<file path="config.mk">
export PLATFORM = sky130hd
export DESIGN_NAME = rgba_to_two_color_cursor_packer_top
export DESIGN_NICKNAME = d
export VERILOG_FILES = /design/src/rtl/rtcp_pkg.sv /design/src/rtl/rtcp_core.sv /design/src/rtl/rtcp_out.sv /design/src/rtl/rgba_to_two_color_cursor_packer_top.sv
export SDC_FILE = /design/constraint.sdc
export NUM_CORES = 1
export LEC_CHECK = 0
export ABC_CLOCK_PERIOD_IN_PS = 5600
export BUFFER_PORTS_ARGS = -buffer_cell sky130_fd_sc_hd__buf_2
export CAP_MARGIN = 10
export CORE_MARGIN = 8
export CORE_UTILIZATION = 59
export DETAILED_ROUTE_END_ITERATION = 10
export PLACE_DENSITY_LB_ADDON = 0.3
export SETUP_SLACK_MARGIN = 0.05
export SYNTH_ARGS = -nofsm -noshare
export SYNTH_HDL_FRONTEND = slang
export SYNTH_SLANG_ARGS = --single-unit
</file>
<file path="constraint.sdc">
create_clock -name clk -period 5.6 [get_ports clk]
set_input_delay 0.84 -clock clk [delete_from_list [all_inputs] [get_ports clk]]
set_output_delay 0.84 -clock clk [all_outputs]
set_load 0.005 [all_outputs]
</file>
<file path="src/rtl/rtcp_pkg.sv">
package rtcp_pkg;

	localparam int GRID_SIZE_DEF = 64;
	localparam int GROUP_W       = 16;
	localparam int COLOR_W       = 24;
	localparam int PIX_W         = 32;
	localparam int DIM_W         = 7;
	// group count per pixel: up to 128/16 = 8 over the whole grid range
	localparam int CNT_W         = 4;
	localparam int CFG_IDX_W     = 2;

	localparam logic [DIM_W-1:0] DIM_RESET = 7'd64;

	// register indexes
	localparam logic [CFG_IDX_W-1:0] CFG_WIDTH  = 2'd0;
	localparam logic [CFG_IDX_W-1:0] CFG_HEIGHT = 2'd1;

	typedef struct packed {
		logic [GROUP_W-1:0] mask;
		logic [GROUP_W-1:0] pattern;
		logic [COLOR_W-1:0] fg;
		logic [COLOR_W-1:0] bg;
		logic [CNT_W-1:0]   count;
		logic               img_end;
	} job_t;

endpackage

</file>
<file path="src/rtl/rtcp_core.sv">
module rtcp_core import rtcp_pkg::*; #(
	parameter int GRID_SIZE = GRID_SIZE_DEF
) (
	input  logic             clk,
	input  logic             arst_n,
	input  logic [DIM_W-1:0] cursor_width,
	input  logic [DIM_W-1:0] cursor_height,
	input  logic             in_valid,
	output logic             in_ready,
	input  logic [PIX_W-1:0] pixel,
	input  logic             out_free,
	output logic             job_load,
	output job_t             job
);

	localparam int CW = $clog2(GRID_SIZE);
	localparam int DW = CW + 1;
	localparam int LW = (DW > DIM_W) ? DW : DIM_W;
	localparam int NG = (GRID_SIZE + GROUP_W - 1) / GROUP_W;

	logic             v_s1;
	logic [PIX_W-1:0] pix_s1;

	logic [CW-1:0]      col_q;
	logic [CW-1:0]      row_q;
	logic [GROUP_W-1:0] mask_q;
	logic [GROUP_W-1:0] pat_q;
	logic [PIX_W-1:0]   bg_q;
	logic [PIX_W-1:0]   fg_q;

	logic [CW-1:0]      col;
	logic [CW-1:0]      grp_end_col;
	logic [3:0]         pad;
	logic [LW-1:0]      w_eff;
	logic [LW-1:0]      h_eff;
	logic [LW-1:0]      w_ext;
	logic [LW-1:0]      h_ext;
	logic               row_end;
	logic               img_end;
	logic               gend;
	logic               opaque;
	logic               mbit;
	logic               pbit;
	logic [PIX_W-1:0]   bg_new;
	logic [PIX_W-1:0]   fg_new;
	logic [GROUP_W-1:0] m_sh;
	logic [GROUP_W-1:0] p_sh;
	logic [CNT_W-1:0]   n;
	logic               adv;

	always_comb begin
		w_ext = LW'(cursor_width);
		h_ext = LW'(cursor_height);
		if (w_ext == '0)
			w_eff = LW'(1);
		else if (w_ext > LW'(GRID_SIZE))
			w_eff = LW'(GRID_SIZE);
		else
			w_eff = w_ext;
		if (h_ext == '0)
			h_eff = LW'(1);
		else if (h_ext > LW'(GRID_SIZE))
			h_eff = LW'(GRID_SIZE);
		else
			h_eff = h_ext;

		col = (col_q >= CW'(GRID_SIZE - 1)) ? CW'(GRID_SIZE - 1) : col_q;
		row_end = (LW'(col) + LW'(1)) >= w_eff;
		img_end = row_end && ((LW'(row_q) + LW'(1)) >= h_eff);

		opaque = |pix_s1[PIX_W-1:PIX_W-8];
		bg_new = bg_q;
		fg_new = fg_q;
		if (opaque) begin
			if (bg_q == '0)
				bg_new = pix_s1;
			else if (fg_q == '0 && pix_s1 != bg_q)
				fg_new = pix_s1;
		end
		mbit = opaque;
		pbit = opaque && (pix_s1 == fg_new);
		m_sh = {mask_q[GROUP_W-2:0], mbit};
		p_sh = {pat_q[GROUP_W-2:0], pbit};

		gend = (col[3:0] == 4'hf) || (col == CW'(GRID_SIZE - 1));
		// a closing pixel mid-group: shift up to the end of its group
		grp_end_col = ((col | CW'(15)) > CW'(GRID_SIZE - 1)) ? CW'(GRID_SIZE - 1)
			: (col | CW'(15));
		pad = gend ? 4'd0 : 4'(grp_end_col - col);

		if (row_end)
			n = CNT_W'(NG) - CNT_W'(col >> 4);
		else
			n = gend ? CNT_W'(1) : CNT_W'(0);

		adv      = v_s1 && (n == '0 || out_free);
		job_load = adv && (n != '0);
		in_ready = !v_s1 || adv;

		job.mask    = m_sh << pad;
		job.pattern = p_sh << pad;
		job.fg      = fg_new[COLOR_W-1:0];
		job.bg      = bg_new[COLOR_W-1:0];
		job.count   = n;
		job.img_end = img_end;
	end

	always_ff @(posedge clk or negedge arst_n) begin
		if (!arst_n)
			v_s1 <= 1'b0;
		else
			v_s1 <= in_valid || !in_ready;
	end

	always_ff @(posedge clk) begin
		if (in_valid && in_ready)
			pix_s1 <= pixel;
	end

	always_ff @(posedge clk or negedge arst_n) begin
		if (!arst_n) begin
			col_q  <= '0;
			row_q  <= '0;
			mask_q <= '0;
			pat_q  <= '0;
			bg_q   <= '0;
			fg_q   <= '0;
		end else if (adv) begin
			if (img_end) begin
				col_q  <= '0;
				row_q  <= '0;
				mask_q <= '0;
				pat_q  <= '0;
				bg_q   <= '0;
				fg_q   <= '0;
			end else if (row_end) begin
				// next row's first group overwrites all sixteen bits
				col_q  <= '0;
				row_q  <= row_q + CW'(1);
				mask_q <= '0;
				pat_q  <= '0;
				bg_q   <= bg_new;
				fg_q   <= fg_new;
			end else begin
				col_q  <= col + CW'(1);
				mask_q <= m_sh;
				pat_q  <= p_sh;
				bg_q   <= bg_new;
				fg_q   <= fg_new;
			end
		end
	end

endmodule

</file>
<file path="src/rtl/rtcp_out.sv">
module rtcp_out import rtcp_pkg::*; (
	input  logic               clk,
	input  logic               arst_n,
	input  logic               job_load,
	input  job_t               job,
	output logic               out_free,
	output logic               out_valid,
	input  logic               out_ready,
	output logic [GROUP_W-1:0] mask_word,
	output logic [GROUP_W-1:0] pattern_word,
	output logic [COLOR_W-1:0] fg_color,
	output logic [COLOR_W-1:0] bg_color,
	output logic               run_last,
	output logic               image_done
);

	logic [CNT_W-1:0]   cnt_q;
	logic               img_q;
	logic [GROUP_W-1:0] mask_q;
	logic [GROUP_W-1:0] pat_q;
	logic [COLOR_W-1:0] fg_q;
	logic [COLOR_W-1:0] bg_q;

	assign out_valid    = (cnt_q != '0);
	assign run_last     = (cnt_q == CNT_W'(1));
	assign image_done   = img_q && run_last;
	assign out_free     = !out_valid || (run_last && out_ready);
	assign mask_word    = mask_q;
	assign pattern_word = pat_q;
	assign fg_color     = fg_q;
	assign bg_color     = bg_q;

	always_ff @(posedge clk or negedge arst_n) begin
		if (!arst_n) begin
			cnt_q <= '0;
			img_q <= 1'b0;
		end else if (job_load) begin
			cnt_q <= job.count;
			img_q <= job.img_end;
		end else if (out_valid && out_ready) begin
			cnt_q <= cnt_q - CNT_W'(1);
		end
	end

	// padding groups after the first are all transparent
	always_ff @(posedge clk) begin
		if (job_load) begin
			mask_q <= job.mask;
			pat_q  <= job.pattern;
			fg_q   <= job.fg;
			bg_q   <= job.bg;
		end else if (out_valid && out_ready) begin
			mask_q <= '0;
			pat_q  <= '0;
		end
	end

endmodule

</file>
<file path="src/rtl/rgba_to_two_color_cursor_packer_top.sv">
// Path: a pixel transfer passes the input register, then the group register, before
//   its first group transfer; a busy group register can hold it in the input register.
// Throughput: one pixel per cycle; a pixel closing no group never waits. A row-closing
//   pixel emits up to GRID_SIZE/16 groups, one per cycle while out_ready is high, and a
//   later pixel that closes a group waits until the last group of that run is taken.
// Reset (arst_n low, asynchronous): counters, shift words and colours cleared,
//   both cursor dimensions back to 64, output empty.
module rgba_to_two_color_cursor_packer_top import rtcp_pkg::*; #(
	parameter int GRID_SIZE = GRID_SIZE_DEF
) (
	input  logic                 clk,
	input  logic                 arst_n,
	// configuration
	input  logic                 cfg_valid,
	output logic                 cfg_ready,
	input  logic [CFG_IDX_W-1:0] cfg_index,
	input  logic [DIM_W-1:0]     cfg_data,
	// pixel stream
	input  logic                 in_valid,
	output logic                 in_ready,
	input  logic [PIX_W-1:0]     pixel,
	// group stream
	output logic                 out_valid,
	input  logic                 out_ready,
	output logic [GROUP_W-1:0]   mask_word,
	output logic [GROUP_W-1:0]   pattern_word,
	output logic [COLOR_W-1:0]   fg_color,
	output logic [COLOR_W-1:0]   bg_color,
	output logic                 run_last,
	output logic                 image_done
);

	logic [DIM_W-1:0] width_q;
	logic [DIM_W-1:0] height_q;
	logic             out_free;
	logic             job_load;
	job_t             job;

	// Registers take effect at once; writes are expected only while idle.
	assign cfg_ready = 1'b1;

	always_ff @(posedge clk or negedge arst_n) begin
		if (!arst_n) begin
			width_q  <= DIM_RESET;
			height_q <= DIM_RESET;
		end else if (cfg_valid && cfg_ready) begin
			unique case (cfg_index)
				CFG_WIDTH:  width_q  <= cfg_data;
				CFG_HEIGHT: height_q <= cfg_data;
				default: ;
			endcase
		end
	end

	// Pixel stage: input register, colour capture, shift words and row/column
	// counters. A pixel that closes a group (or the row) hands one job to the
	// group register; a job holds the first group, the colours after this pixel
	// and how many groups its run holds. Pixels closing nothing pass without waiting.
	rtcp_core #(
		.GRID_SIZE(GRID_SIZE)
	) u_core (
		.clk          (clk),
		.arst_n       (arst_n),
		.cursor_width (width_q),
		.cursor_height(height_q),
		.in_valid     (in_valid),
		.in_ready     (in_ready),
		.pixel        (pixel),
		.out_free     (out_free),
		.job_load     (job_load),
		.job          (job)
	);

	// Group register: plays a job out as consecutive transfers; the last
	// carries run_last, and image_done too when it closes the image.
	rtcp_out u_out (
		.clk         (clk),
		.arst_n      (arst_n),
		.job_load    (job_load),
		.job         (job),
		.out_free    (out_free),
		.out_valid   (out_valid),
		.out_ready   (out_ready),
		.mask_word   (mask_word),
		.pattern_word(pattern_word),
		.fg_color    (fg_color),
		.bg_color    (bg_color),
		.run_last    (run_last),
		.image_done  (image_done)
	);

endmodule

</file>
Yosys cells after proc, flatten, opt, wreduce, memory -nomap -nowiden
Index checks and enable logic that the tools add are counted.
{"block": "totals", "inputBits": 46, "reg_bits": 238, "out_inout_bits": 85, "word_cells": 99}
{"block": "classes", "reduce_logical": 34, "n_eq_ne": 6, "shift": 2, "add_sub_neg": 7, "n_lt_le_gt_ge": 5, "mux": 28}
{"cell": "32-bit 2-to-1 mux", "n": 7}
{"cell": "32-bit logical NOT", "n": 2}
{"cell": "15-bit 2-to-1 mux", "n": 4}
{"cell": "16-bit 2-to-1 mux", "n": 3}
{"cell": "32-bit == test", "n": 1}
{"cell": "32-bit inequality test", "n": 1}
{"cell": "16-bit by 4-bit << shifter with 16-bit output", "n": 2}
{"cell": "6-bit 2-to-1 mux", "n": 5}
{"cell": "7-bit 2-to-1 mux", "n": 4}
{"cell": "4-bit 2-to-1 mux", "n": 4}
{"cell": "6-bit by 1-bit adder with 7-bit output, second input constant", "n": 2}
{"cell": "7-bit >= comparator", "n": 2}
{"cell": "7-bit > comparator, second input constant", "n": 2}
{"cell": "7-bit logical NOT", "n": 2}
{"cell": "6-bit by 1-bit adder with 6-bit output, second input constant", "n": 2}
{"cell": "1-bit logical AND", "n": 9}
{"cell": "2-bit nonzero test", "n": 4}
{"cell": "4-bit nonzero test", "n": 2}
{"cell": "8-bit OR reduction", "n": 1}
{"cell": "6-bit == test, second input constant", "n": 1}
{"cell": "6-bit >= comparator, second input constant", "n": 1}
{"cell": "2-bit AND reduction", "n": 3}
{"cell": "1-bit logical OR", "n": 5}
{"cell": "4-bit by 1-bit == test with 1-bit output, second input constant", "n": 1}
{"cell": "other kinds (10)", "n": 12}

Logic depth before layout (Yosys ltp)
Gate-level depths: netlist of the first run.
{"block": "depth", "ltp_word": 12, "ltp_mapped": 18, "mapped_depth_nobuf": 15}

Cells and area by module
A second synthesis of the first run with hierarchy kept.
{"block": "unflattened", "hier_cells": 1066, "area_unflattened_um2": 11856.4}
{"module": "rtcp_core", "cells_each": 880, "seq_area_each_um2": 3638.5, "area_each_um2": 8335.5, "instances": 1}
{"module": "rtcp_out", "cells_each": 154, "seq_area_each_um2": 2527.4, "area_each_um2": 2969.1, "instances": 1}
{"module": "rgba_to_two_color_cursor_packer_top", "cells_each": 32, "seq_area_each_um2": 352.8, "area_each_um2": 551.8, "instances": 1}

Worst setup path after synthesis of the first run
OpenSTA, ideal clock, no wires.
{"block": "synth_timing", "kind": "flip-flop to flip-flop", "from": "reg u_core.col_q[1]", "to": "reg u_out.mask_q[0], in the netlist u_out.mask_word[0], enable pin", "slack_ps": 1197, "path_buffers": 3, "stages_incl_launch_ff": 16, "arrival_ps": 3925, "synth_period_minus_slack_ps": 4403, "t_required_ps": 5121, "setup_ps": 479, "path_cell_list": "dfrtp_1 ha_1 and3_1 buf_6 nand2_4 inv_2 or4_2 o21ai_0 ha_1 a21o_1 a21oi_1 o211ai_1 or3b_1 buf_4 clkbuf_1 nand2_1"}
{"block": "synth_between", "elab_chain_len": 11, "elab_cells_between_ends": 16, "cone_classes": "add/sub: 2; order compare: 2; eq/ne: 2; mux: 3; reduce/logical: 7"}
{"item": "start, declared", "line_no": "rtcp_core.sv:24", "rtl": "logic [CW-1:0] col_q;"}
{"item": "start signal, assigned", "line_no": "rtcp_core.sv:145", "rtl": "col_q <= col + CW'(1);"}
{"item": "6-bit >= comparator", "line_no": "rtcp_core.sv:67", "rtl": "col = (col_q >= CW'(GRID_SIZE - 1)) ? CW'(GRID_SIZE - 1) : col_q;"}
{"item": "6-bit 2-to-1 mux *", "line_no": "rtcp_core.sv:67"}
{"item": "branches (longest 3 deep; another with 6-bit by 1-bit adder with 7-bit output)"}
{"item": "4-bit 2-to-1 mux *", "line_no": "rtcp_core.sv:91", "rtl": "if (row_end)"}
{"item": "4-bit logical NOT", "line_no": "rtcp_core.sv:96", "rtl": "adv = v_s1 && (n == '0 || out_free);"}
{"item": "1-bit logical OR", "line_no": "rtcp_core.sv:96"}
{"item": "1-bit logical AND", "line_no": "rtcp_core.sv:96"}
{"item": "1-bit logical AND *", "line_no": "rtcp_core.sv:97", "rtl": "job_load = adv && (n != '0);"}
{"item": "2-bit nonzero test (no line) *"}
{"item": "end signal, assigned", "line_no": "rtcp_out.sv:48", "rtl": "mask_q <= job.mask;"}
{"item": "end, declared", "line_no": "rtcp_out.sv:19", "rtl": "logic [GROUP_W-1:0] mask_q;"}
Every way passes the cells marked *.
A chain may end at the register's enable or synchronous reset.

Final worst setup path of the first run
{"block": "layout_timing", "from": "reg u_core.col_q[0]", "to": "out in_ready"}
{"block": "layout_between", "elab_chain_len": 10, "elab_cells_between_ends": 14, "cone_classes": "add/sub: 2; order compare: 2; eq/ne: 2; mux: 3; reduce/logical: 5"}
{"item": "6-bit >= comparator", "line_no": "rtcp_core.sv:67"}
{"item": "6-bit 2-to-1 mux *", "line_no": "rtcp_core.sv:67"}
{"item": "branches (longest 3 deep; another with 6-bit by 1-bit adder with 7-bit output)"}
{"item": "4-bit 2-to-1 mux *", "line_no": "rtcp_core.sv:91"}
{"item": "4-bit logical NOT *", "line_no": "rtcp_core.sv:96"}
{"item": "1-bit logical OR *", "line_no": "rtcp_core.sv:96"}
{"item": "1-bit logical AND *", "line_no": "rtcp_core.sv:96"}
{"item": "1-bit logical OR *", "line_no": "rtcp_core.sv:98", "rtl": "in_ready = !v_s1 || adv;"}
{"item": "end, declared", "line_no": "rgba_to_two_color_cursor_packer_top.sv:20", "rtl": "output logic in_ready,"}
Marked as above.

==> flow_summary.ini, run 1 <==
[status]
status = finished, final reports clean

[worst_setup_path]
cp_max_fo = 12
cp.arrival_ns = 4.12
reg2reg_from = u_core.col_q[0]$_DFFE_PN0N_
cp.required_ns = 4.76
worstSetupPathType = reg2out
cp_common_cell = ha_1
cp-end-kind = primary output
start_kind = flop
r2r_setup_slack_ns = 1.00
r2r_end = u_out.pattern_word[0]$_SDFFCE_PP0P_
crit_slowest_cell = or4_2
path_cells = ha_1 -> and3_1 -> nand2_4 -> inv_2 -> or4_2 -> o21ai_0 -> ha_1 -> a21o_1 -> a21oi_1 -> o211ai_1 -> nor3b_1 -> nand3_1 -> buf_2
slowest_delay_ns = 0.59
r2r_cells = 16

[placement]
post-place-ws_ns = 1.09
place_congestion = 0.915
hpwl_um = 19800
dpl-instance-area_um2 = 12600
io_buffer_count = 129
placedCellCount = 1447

[routing]
drc = 0
routed_wl_um = 28500
drtAntennaViolNets = 0
via_per_inst = 5.99
drtIter0Drc = 920
routedWlPerCell_um = 19.1
drt_first_pass_iters = 6
via_count = 8924

[grt]
grt_pass1_wl_um = 45800
grt_pass1_vias = 8550
grt_max_degree = 65
grt_overflow = 0
antenna_found_initial = 0
grtUsageTotal_pct = 23.3

[logic_synthesis]
async_flop_share_pct = 52.9
syn_area_um2 = 11700
synthCells = 1092
synth_ff_type = dfrtp_1
synth_edf_count = 112
syn_nets = 1158
synth-seq-cells = 238
synth_warnings = 0
syn-mean-instance-area_um2 = 10.7
ys_types = 71
synth_seq_area_share_pct = 55.6

[die]
start_util_pct = 60.3
core_um2 = 19500
io_pins = 131
placementRows = 51
dieArea_um2 = 24600
fp.dieH_um = 157
die_width_um = 157

[clock_network]
root_buffer = clkbuf_16
cts_buffer_depth = 3
ctsResizeCount = 0
cts.sinks = 238
cts_buffers = 24
path_clk_slew_ns = 0.06
ctsHoldBuffers = 0
worst_skew_pair.late_latency_ns = 0.53
cts_tree = done
htreeDepth = 1
cts_setup_buffers = 0

[power_and_ir_drop]
leakage_nw = 6.12
finalPower_mw = 6.70
peakVddDrop_mv = 0.338
pwr_density_cell_nw_per_um2 = 503

[layout]
fillers = 1473
layout-drive-gt1-share_pct = 21.0
diodes = 0
fin_nets = 1274
final_cell_mix = 173 x nand2_1, 128 x buf_2, 124 x dfrtp_1, 112 x edfxtp_1, 81 x a21oi_1
final_area_um2 = 13300
instances_no_fill = 1491
postLayoutCoreUtil_pct = 68.5
area_growth_syn_to_layout_pct = 13.7
final_common_cell = nand2_1

[timing]
layout_setup_ws_ns = 0.641
worst_pin_slew_ns = 1.06
hold_ws_ns = 0.413
rsz0062_at_grt = false
slew_violations = 0
fin_skew_ns = 0.0183
fmax_mhz = 202
period_minus_slack_ns = 4.96
fin_crit_sh_pct = 88.6
setup_viol = 0
finalHoldViolCount = 0
setup_tns_ns = 0
maxSlewHeadroom_pct = 28.9

[hold_path]
min_path_type = in2async

[job]
maxCapViolations = 0
sequential cells by signal, indices dropped and copies added (netlist names), 6 cells and up:
name and flops:
u_core.bg_q 32, u_core.fg_q 32, u_core.pix_s1 32, u_out.bg_color 24
u_out.fg_color 24, u_out.mask_word 16, u_out.pattern_word 16, u_core.mask_q 15
u_core.pat_q 15, height_q 7, width_q 7, u_core.col_q 6
u_core.row_q 6
cell families after synthesis:
kind of cell	Yosys count	share of synthesized area [%]
other cells	1	0.0320
xor+xnor	72	5.38
compound gates	219	11.7
buf+inv	97	3.83
fa+ha+maj	20	2.13
simple gates	391	15.8
flops	238	55.6
mux	54	5.55
metal layers:
metal	wire, um	part of all wire [%]	global-route usage [%]	up-vias
li1	-	-	-	4127
met1	12300	43	33.3	4317
met2	12800	45	35.8	429
met3	2860	10	4.99	51
met4	520	1.8	5.72	0
met5	0	0	0	-
report_power, final:
| group | switching [mW] | total (mW) | internal [mW] |
|---|---|---|---|
| Clock | 0.672 | 1.57 | 0.897 |
| Sequential | 0.456 | 2.77 | 2.32 |
| Combinational | 1.47 | 2.36 | 0.897 |
| Total | 2.59 | 6.70 | 4.11 |
final cells by class:
type / instances / area (um^2) / area share [%]
Inverter: 41 / 154 / 1.15
Timing Repair Buffer: 146 / 788 / 5.91
Tap cell: 265 / 332 / 2.49
Clock inverter: 16 / 148 / 1.11
Multi-Input combinational cell: 757 / 4770 / 35.8
Sequential cell: 238 / 6520 / 48.9
Clock buffer: 28 / 626 / 4.69
Yosys cell counts, types with 4 or more instances:
| cell | n | area [um^2] |
|---|---|---|
| a211oi_1 | 8 | 60.1 |
| and3_1 | 8 | 50.1 |
| ha_1 | 20 | 250 |
| inv_1 | 37 | 139 |
| nor3_1 | 11 | 55.1 |
| a22oi_1 | 4 | 30.0 |
| xnor2_1 | 37 | 324 |
| nor3b_1 | 4 | 30.0 |
| a21o_1 | 31 | 233 |
| nand4_1 | 13 | 81.3 |
| nor4_1 | 29 | 181 |
| a21oi_1 | 81 | 405 |
| a31oi_1 | 16 | 100 |
| xor2_1 | 35 | 307 |
| nor2_1 | 49 | 184 |
| nor2b_1 | 4 | 25.0 |
| mux2i_1 | 29 | 290 |
| clkbuf_1 | 26 | 97.6 |
| nand2_1 | 173 | 649 |
| buf_1 | 7 | 26.3 |
| nor2_2 | 30 | 188 |
| buf_2 | 10 | 50.1 |
| nand3_1 | 47 | 235 |
| buf_4 | 5 | 37.5 |
| buf_6 | 7 | 78.8 |
| and2_1 | 6 | 37.5 |
| o31ai_1 | 4 | 30.0 |
| mux4_2 | 7 | 158 |
| o21ai_0 | 34 | 170 |
| dfrtp_1 | 124 | 3100 |
| mux2_2 | 18 | 203 |
| nand2b_1 | 4 | 25.0 |
| o21ai_1 | 14 | 70.1 |
| edfxtp_1 | 112 | 3360 |
critical path, delay by kind of cell (launching register included):
| family | cells | cell delay [ns] |
|---|---|---|
| adder cells (fa/ha/maj) | 2 | 0.66 |
| flip-flops | 1 | 0.52 |
| AND/OR/NAND/NOR | 5 | 1.40 |
| buffers and inverters | 2 | 0.19 |
| AO/OA/AOI/OAI | 4 | 0.83 |
how the worst max path moves through the flow:
stage	from	end	slack [ns]
finish	u_core.col_q[0]$_DFFE_PN0N_	in_ready	0.64
detailed placement	u_core.col_q[0]$_DFFE_PN0N_	u_out.pattern_word[3]$_SDFFCE_PP0P_	1.09
global placement	u_core.col_q[0]$_DFFE_PN0N_	u_out.pattern_word[6]$_SDFFCE_PP0P_	1.25
global route	u_core.col_q[0]$_DFFE_PN0N_	in_ready	0.33
floorplan	u_core.col_q[1]$_DFFE_PN0N_	u_out.mask_word[0]$_SDFFCE_PP0P_	1.20
CTS	u_core.col_q[0]$_DFFE_PN0N_	in_ready	0.66
(Power assumes the default switching activity.)
==> inputs of run 2 (changes only) <==
--- a/config.mk
+++ b/config.mk
@@ -9,10 +9,12 @@
 export BUFFER_PORTS_ARGS = -buffer_cell sky130_fd_sc_hd__buf_2
 export CAP_MARGIN = 10
 export CORE_MARGIN = 8
-export CORE_UTILIZATION = 59
+export CORE_UTILIZATION = 45
 export DETAILED_ROUTE_END_ITERATION = 10
 export PLACE_DENSITY_LB_ADDON = 0.3
+export REMOVE_ABC_BUFFERS = 1
 export SETUP_SLACK_MARGIN = 0.05
+export SLEW_MARGIN = 0
 export SYNTH_ARGS = -nofsm -noshare
 export SYNTH_HDL_FRONTEND = slang
 export SYNTH_SLANG_ARGS = --single-unit
==> run 2 against run 1 <==
Flip-flop and latch count unchanged. Clock-buffer cell count rose by 6. Critical endpoint unchanged. Non-clock buffer count down 1. Via count fell by 3.9%. Worst setup slack improved by 0.022 ns. Critical path depth shrank 1. Critical path type unchanged. Core utilization shrank 16 points. Clock skew down 0.0032 ns. Clock power is 9% higher.
==> flow_summary.ini, run 2 (synthesis results as in run 1) <==
[clock_network]
root_buffer = clkbuf_16
cts.sinks = 238
ctsHoldBuffers = 0
worst_skew_pair.late_latency_ns = 0.53
cts_buffers = 26
path_clk_slew_ns = 0.06
ctsResizeCount = 0
cts_setup_buffers = 0
cts_buffer_depth = 3
cts_tree = done
htreeDepth = 1

[timing]
finalHoldViolCount = 0
worst_pin_slew_ns = 1.24
period_minus_slack_ns = 4.94
maxSlewHeadroom_pct = 17.6
fmax_mhz = 203
rsz0062_at_grt = false
fin_crit_sh_pct = 88.2
fin_skew_ns = 0.0151
setup_viol = 0
setup_tns_ns = 0
slew_violations = 0

[layout]
final_cell_mix = 173 x nand2_1, 128 x buf_2, 124 x dfrtp_1, 112 x edfxtp_1, 81 x a21oi_1
final_common_cell = nand2_1
layout-drive-gt1-share_pct = 21.3
diodes = 0
final_area_um2 = 13500
area_growth_syn_to_layout_pct = 15.2
instances_no_fill = 1564
postLayoutCoreUtil_pct = 52.3
top_regs = u_core.bg_q (32), u_core.fg_q (32), u_core.pix_s1 (32)
fin_nets = 1275

[worst_setup_path]
slowest_delay_ns = 0.59
cp_max_fo = 12
crit_buf_inv = 2
cp.arrival_ns = 4.10
start_kind = flop
path_cells = ha_1 -> and3_1 -> nand2_4 -> inv_2 -> or4_2 -> o21ai_0 -> ha_1 -> nand2_1 -> o211ai_1 -> nor3b_1 -> nand3_1 -> buf_2
worstSetupPathType = reg2out
crit_slowest_cell = or4_2
cp-end-kind = primary output
cp.required_ns = 4.76
cp_common_cell = ha_1
crit_family = simple AND/OR/NAND/NOR gates

[job]
maxCapViolations = 0

[grt]
antenna_found_initial = 0
grt_overflow = 0
grtUsageTotal_pct = 18.0
grt.busiest_layer = met2
grt_pass1_vias = 8447
grt_max_degree = 49
grt_pass1_wl_um = 46000
met2_usage_pct = 28.5
grt_use_met1_pct = 25.3
use_met3_pct = 2.62

[placement]
hpwl_um = 20000
io_buffer_count = 129
place_congestion = 0.894
placedCellCount = 1516
dpl-instance-area_um2 = 12600

[routing]
drtAntennaViolNets = 0
routedWlPerCell_um = 18.4
routed_wl_um = 28800
via_count = 8572
drtIter0Drc = 690
drc = 0
drt_first_pass_iters = 5
via_per_inst = 5.48

[die]
fp.dieH_um = 177
io_pins = 131
start_util_pct = 45.4
placementRows = 59
core_um2 = 25800
dieArea_um2 = 31500
die_width_um = 177

[power_and_ir_drop]
pwr_density_cell_nw_per_um2 = 502
finalPower_mw = 6.78
leakage_nw = 6.16
peakVddDrop_mv = 0.259

[status]
status = finished, final reports clean

[hold_path]
min_path_type = in2async
run 2: cell types whose count changed in the layout (fill, tap and decap cells not counted), sizes merged:
| cell | delta |
|---|---|
| clkbuf | +6 |
| clkinvlp | -1 |
| clkinv | -1 |
| buf | -1 |
run 2: final timing paths:
kind                                         startpoint                                  end  slack (ns)  cells after the start
min                                              arst_n              u_out.img_q$_DFFE_PN0P_        0.26                      1
max in group asynchronous                        arst_n         u_core.mask_q[8]$_DFFE_PN0N_        4.33                      2
max                         u_core.col_q[0]$_DFFE_PN0N_                             in_ready        0.66                     12
max reg2reg                 u_core.col_q[0]$_DFFE_PN0N_  u_out.pattern_word[6]$_SDFFCE_PP0P_        0.94                     14
min in group clk           u_core.pat_q[14]$_DFFE_PN0N_         u_core.pat_q[14]$_DFFE_PN0N_        0.47                      2
min reg2reg                u_core.pat_q[14]$_DFFE_PN0N_         u_core.pat_q[14]$_DFFE_PN0N_        0.47                      2
run 2: power by group:
part / internal (mW) / leakage (nW) / switching (mW) / total, mW
clock network: 1.01 / 0.430 / 0.698 / 1.71
logic: 0.895 / 2.99 / 1.43 / 2.33
registers: 2.32 / 2.74 / 0.436 / 2.75
run 2: worst reg2reg max path: cells and delay by family, from the launching register on:
| kind | cells | cell delay [ns] |
|---|---|---|
| flops | 1 | 0.50 |
| fa+ha+maj | 2 | 0.64 |
| simple gates | 6 | 2.09 |
| buf+inv | 2 | 0.36 |
| compound gates | 4 | 0.81 |
run 2: area by class of cell:
class                           instances  area [um^2]
Multi-Input combinational cell        757         4770
Fill cell                            2299        12300
Clock buffer                           34          722
Timing Repair Buffer                  145          781
Sequential cell                       238         6520
Tap cell                              335          419
Inverter                               41          154
Clock inverter                         14          145
run 2: routing by layer:
metal  vias to the layer above  share of wire (%)
met5                         -                  0
met4                         0                2.6
met3                        47                5.3
met2                       260                 47
met1                      4138                 45
li1                       4127                  -
run 2: through the flow:
stage | setup WS [ns] | hold slack [ns]
finish | 0.664 | 0.261
floorplan | 0.450 | 0.438
detailed placement | 0.976 | 0.463
global placement | 1.13 | 0.450
CTS | 0.666 | 0.262
global route | 0.291 | 0.281
==> inputs of run 3 (changes only) <==
--- a/config.mk
+++ b/config.mk
@@ -5,7 +5,8 @@
 export SDC_FILE = /design/constraint.sdc
 export NUM_CORES = 1
 export LEC_CHECK = 0
-export ABC_CLOCK_PERIOD_IN_PS = 5600
+export ABC_AREA = 1
+export ABC_CLOCK_PERIOD_IN_PS = 6340
 export BUFFER_PORTS_ARGS = -buffer_cell sky130_fd_sc_hd__buf_2
 export CAP_MARGIN = 10
 export CORE_MARGIN = 8
==> constraint.sdc (replaced) <==
create_clock -name clk -period 6.34 [get_ports clk]
set_input_delay 0.951 -clock clk [delete_from_list [all_inputs] [get_ports clk]]
set_output_delay 0.951 -clock clk [all_outputs]
set_load 0.005 [all_outputs]
==> run 3 against run 2 <==
Combinational power grew 10%. Clock power shrank 8%. Total power shrank 2.8%. Routed wire length shrank 1.2%. Flip-flop and latch count is the same.
==> flow_summary.ini, run 3 <==
[status]
status = finished, final reports clean

[timing]
period_minus_slack_ns = 5.10
layout_setup_ws_ns = 1.24
maxSlewHeadroom_pct = 25.8
slew_violations = 0
setup_tns_ns = 0
worst_pin_slew_ns = 1.11
setup_viol = 0
finalHoldViolCount = 0
rsz0062_at_grt = false
fin_crit_sh_pct = 80.5
fmax_mhz = 196
fin_skew_ns = 0.0287
hold_ws_ns = 0.492

[die]
dieArea_um2 = 32400
die_width_um = 180
core_um2 = 26700
placementRows = 60
io_pins = 131
fp.dieH_um = 180
start_util_pct = 45.3

[routing]
via_per_inst = 5.22
drt_first_pass_iters = 5
drtIter0Drc = 850
drc = 0
drtAntennaViolNets = 0
via_count = 9773
routed_wl_um = 28400
routedWlPerCell_um = 15.2

[grt]
grt_max_degree = 124
antenna_found_initial = 0
grtUsageTotal_pct = 17.5
grt_overflow = 0
grt_pass1_wl_um = 47700
grt_pass1_vias = 9582

[clock_network]
cts_buffers = 26
ctsHoldBuffers = 0
path_clk_slew_ns = 0.06
ctsResizeCount = 0
cts_tree = done
cts.sinks = 238
cts_buffer_depth = 3
worst_skew_pair.late_latency_ns = 0.54
htreeDepth = 1
root_buffer = clkbuf_16
cts_setup_buffers = 0

[layout]
area_growth_syn_to_layout_pct = 14.9
fin_nets = 1578
layout-drive-gt1-share_pct = 14.2
top_regs = u_core.bg_q (32), u_core.fg_q (32), u_core.pix_s1 (32)
final_common_cell = nand2_1
diodes = 0
final_cell_mix = 304 x nand2_1, 182 x o21ai_0, 177 x inv_1, 132 x nand3_1, 128 x buf_2

[logic_synthesis]
synth-seq-cells = 238
synth_seq_area_share_pct = 53.9
synth_most_common_cell = nand2_1
yosysTopAreaCell = edfxtp_1
synth_warnings = 0
synthCells = 1408
syn_area_um2 = 12100
synth_edf_count = 112
ys_types = 44
async_flop_share_pct = 52.9
synth_top_area_share_pct = 27.8
synth_common_cells = 305 x nand2_1, 182 x o21ai_0, 177 x inv_1
ys_top_cells_by_area = edfxtp_1 28%, dfrtp_1 26%, nand2_1 9.5%, o21ai_0 7.5%, inv_1 5.5%
syn-mean-instance-area_um2 = 8.58
synth_ff_type = dfrtp_1

[placement]
hpwl_um = 19500
post-place-ws_ns = 1.32
place_congestion = 0.845
io_buffer_count = 129

[hold_path]
min_path_type = reg2reg

[power_and_ir_drop]
peakVddDrop_mv = 0.224
pwr_density_cell_nw_per_um2 = 475
leakage_nw = 6.49

[worst_setup_path]
cp.required_ns = 6.80
r2r_setup_slack_ns = 1.24
cp.arrival_ns = 5.56
cp-end-kind = flop
cp_max_fo = 73
start_kind = flop
worstSetupPathType = reg2reg

[job]
maxCapViolations = 0
run 3: cell types whose count changed in the layout (fill, tap and decap cells not counted), moves of 28 or more:
cell,delta
nand2_1,+131
xor2_1,-28
a21oi_1,-59
o22ai_1,+40
nor2_1,+36
inv_1,+140
a21o_1,-30
nand3_1,+85
o21ai_0,+148
nor2_2,-31
run 3: per-stage QoR:
| step | power, mW | instances | utilization, % | cell area [um^2] |
|---|---|---|---|---|
| finish | 6.60 | 1873 | 52.1 | 13900 |
| global route | 7.12 | 1873 | 52.1 | 13900 |
| floorplan | 4.14 | 1342 | - | 11800 |
| global placement | 5.00 | 1825 | 48.7 | 13000 |
| detailed placement | 5.05 | 1825 | 48.7 | 13000 |
| CTS | 6.66 | 1873 | 52.1 | 13900 |
run 3: cell type report:
type                            count  area [um^2]
Inverter                          202          758
Fill cell                        2451        12800
Multi-Input combinational cell    902         4530
Clock buffer                       33          697
Tap cell                          341          427
Clock inverter                     15          205
Timing Repair Buffer              142          746
Sequential cell                   238         6520
run 3: power by group:
part	total, mW	internal [mW]	switching (mW)
Clock	1.58	0.978	0.602
Sequential	2.45	2.20	0.250
Combinational	2.57	0.826	1.74
run 3: metal layers:
layer	global-route usage, %	part of all wire (%)	vias to the layer above
met1	23.5	46	4576
li1	-	-	4911
met4	4.57	1.9	0
met5	0	0	-
met3	2.74	4.7	41
met2	29.2	47	245
run 3: logic make-up (layout without fill, tap and decap cells):
| group | after synthesis | after routing | synth area share (%) |
|---|---|---|---|
| AOI/OAI and AO/OA | 283 | 283 | 13.1 |
| xor gates and xnor gates | 28 | 28 | 2.03 |
| adders and majority gates | 20 | 20 | 2.07 |
| buffers and inverters | 268 | 392 | 8.63 |
| DFF | 238 | 238 | 53.9 |
| muxes | 3 | 3 | 0.248 |
| other | 1 | 1 | 0.0310 |
| and+or+nand+nor | 567 | 567 | 20.0 |
run 3: worst max-delay path, stage by stage (launching register included):
cell,delay (ns)
dfrtp_1,0.76
nand3_2,0.23
inv_1,0.14
nand2_1,0.12
a21oi_1,0.21
nand3_1,0.13
xor2_1,0.20
ha_1,0.33
nand2_1,0.11
inv_1,0.05
nand4_1,0.12
nand3_1,0.22
nand2_1,0.11
o21ai_0,0.11
a21oi_1,0.14
nand2_1,0.13
a31oi_4,0.16
buf_4,0.55
buf_4,0.65
nand2_1,0.15
clkinv_1,0.18
nand4_1,0.10
o21ai_0,0.09
run 3: final timing paths:
kind                                               endpoint                        start  cells past startpoint
max in group asynchronous       u_core.fg_q[16]$_DFFE_PN0N_                       arst_n                      2
worst min-delay path                u_out.img_q$_DFFE_PN0P_      u_out.img_q$_DFFE_PN0P_                      2
min in group asynchronous       u_core.pat_q[2]$_DFFE_PN0N_                       arst_n                      1
worst max-delay path            u_core.bg_q[27]$_DFFE_PN0P_  u_core.col_q[3]$_DFFE_PN0N_                     22
worst min register to register      u_out.img_q$_DFFE_PN0P_      u_out.img_q$_DFFE_PN0P_                      2
worst max register to register  u_core.bg_q[27]$_DFFE_PN0P_  u_core.col_q[3]$_DFFE_PN0N_                     22
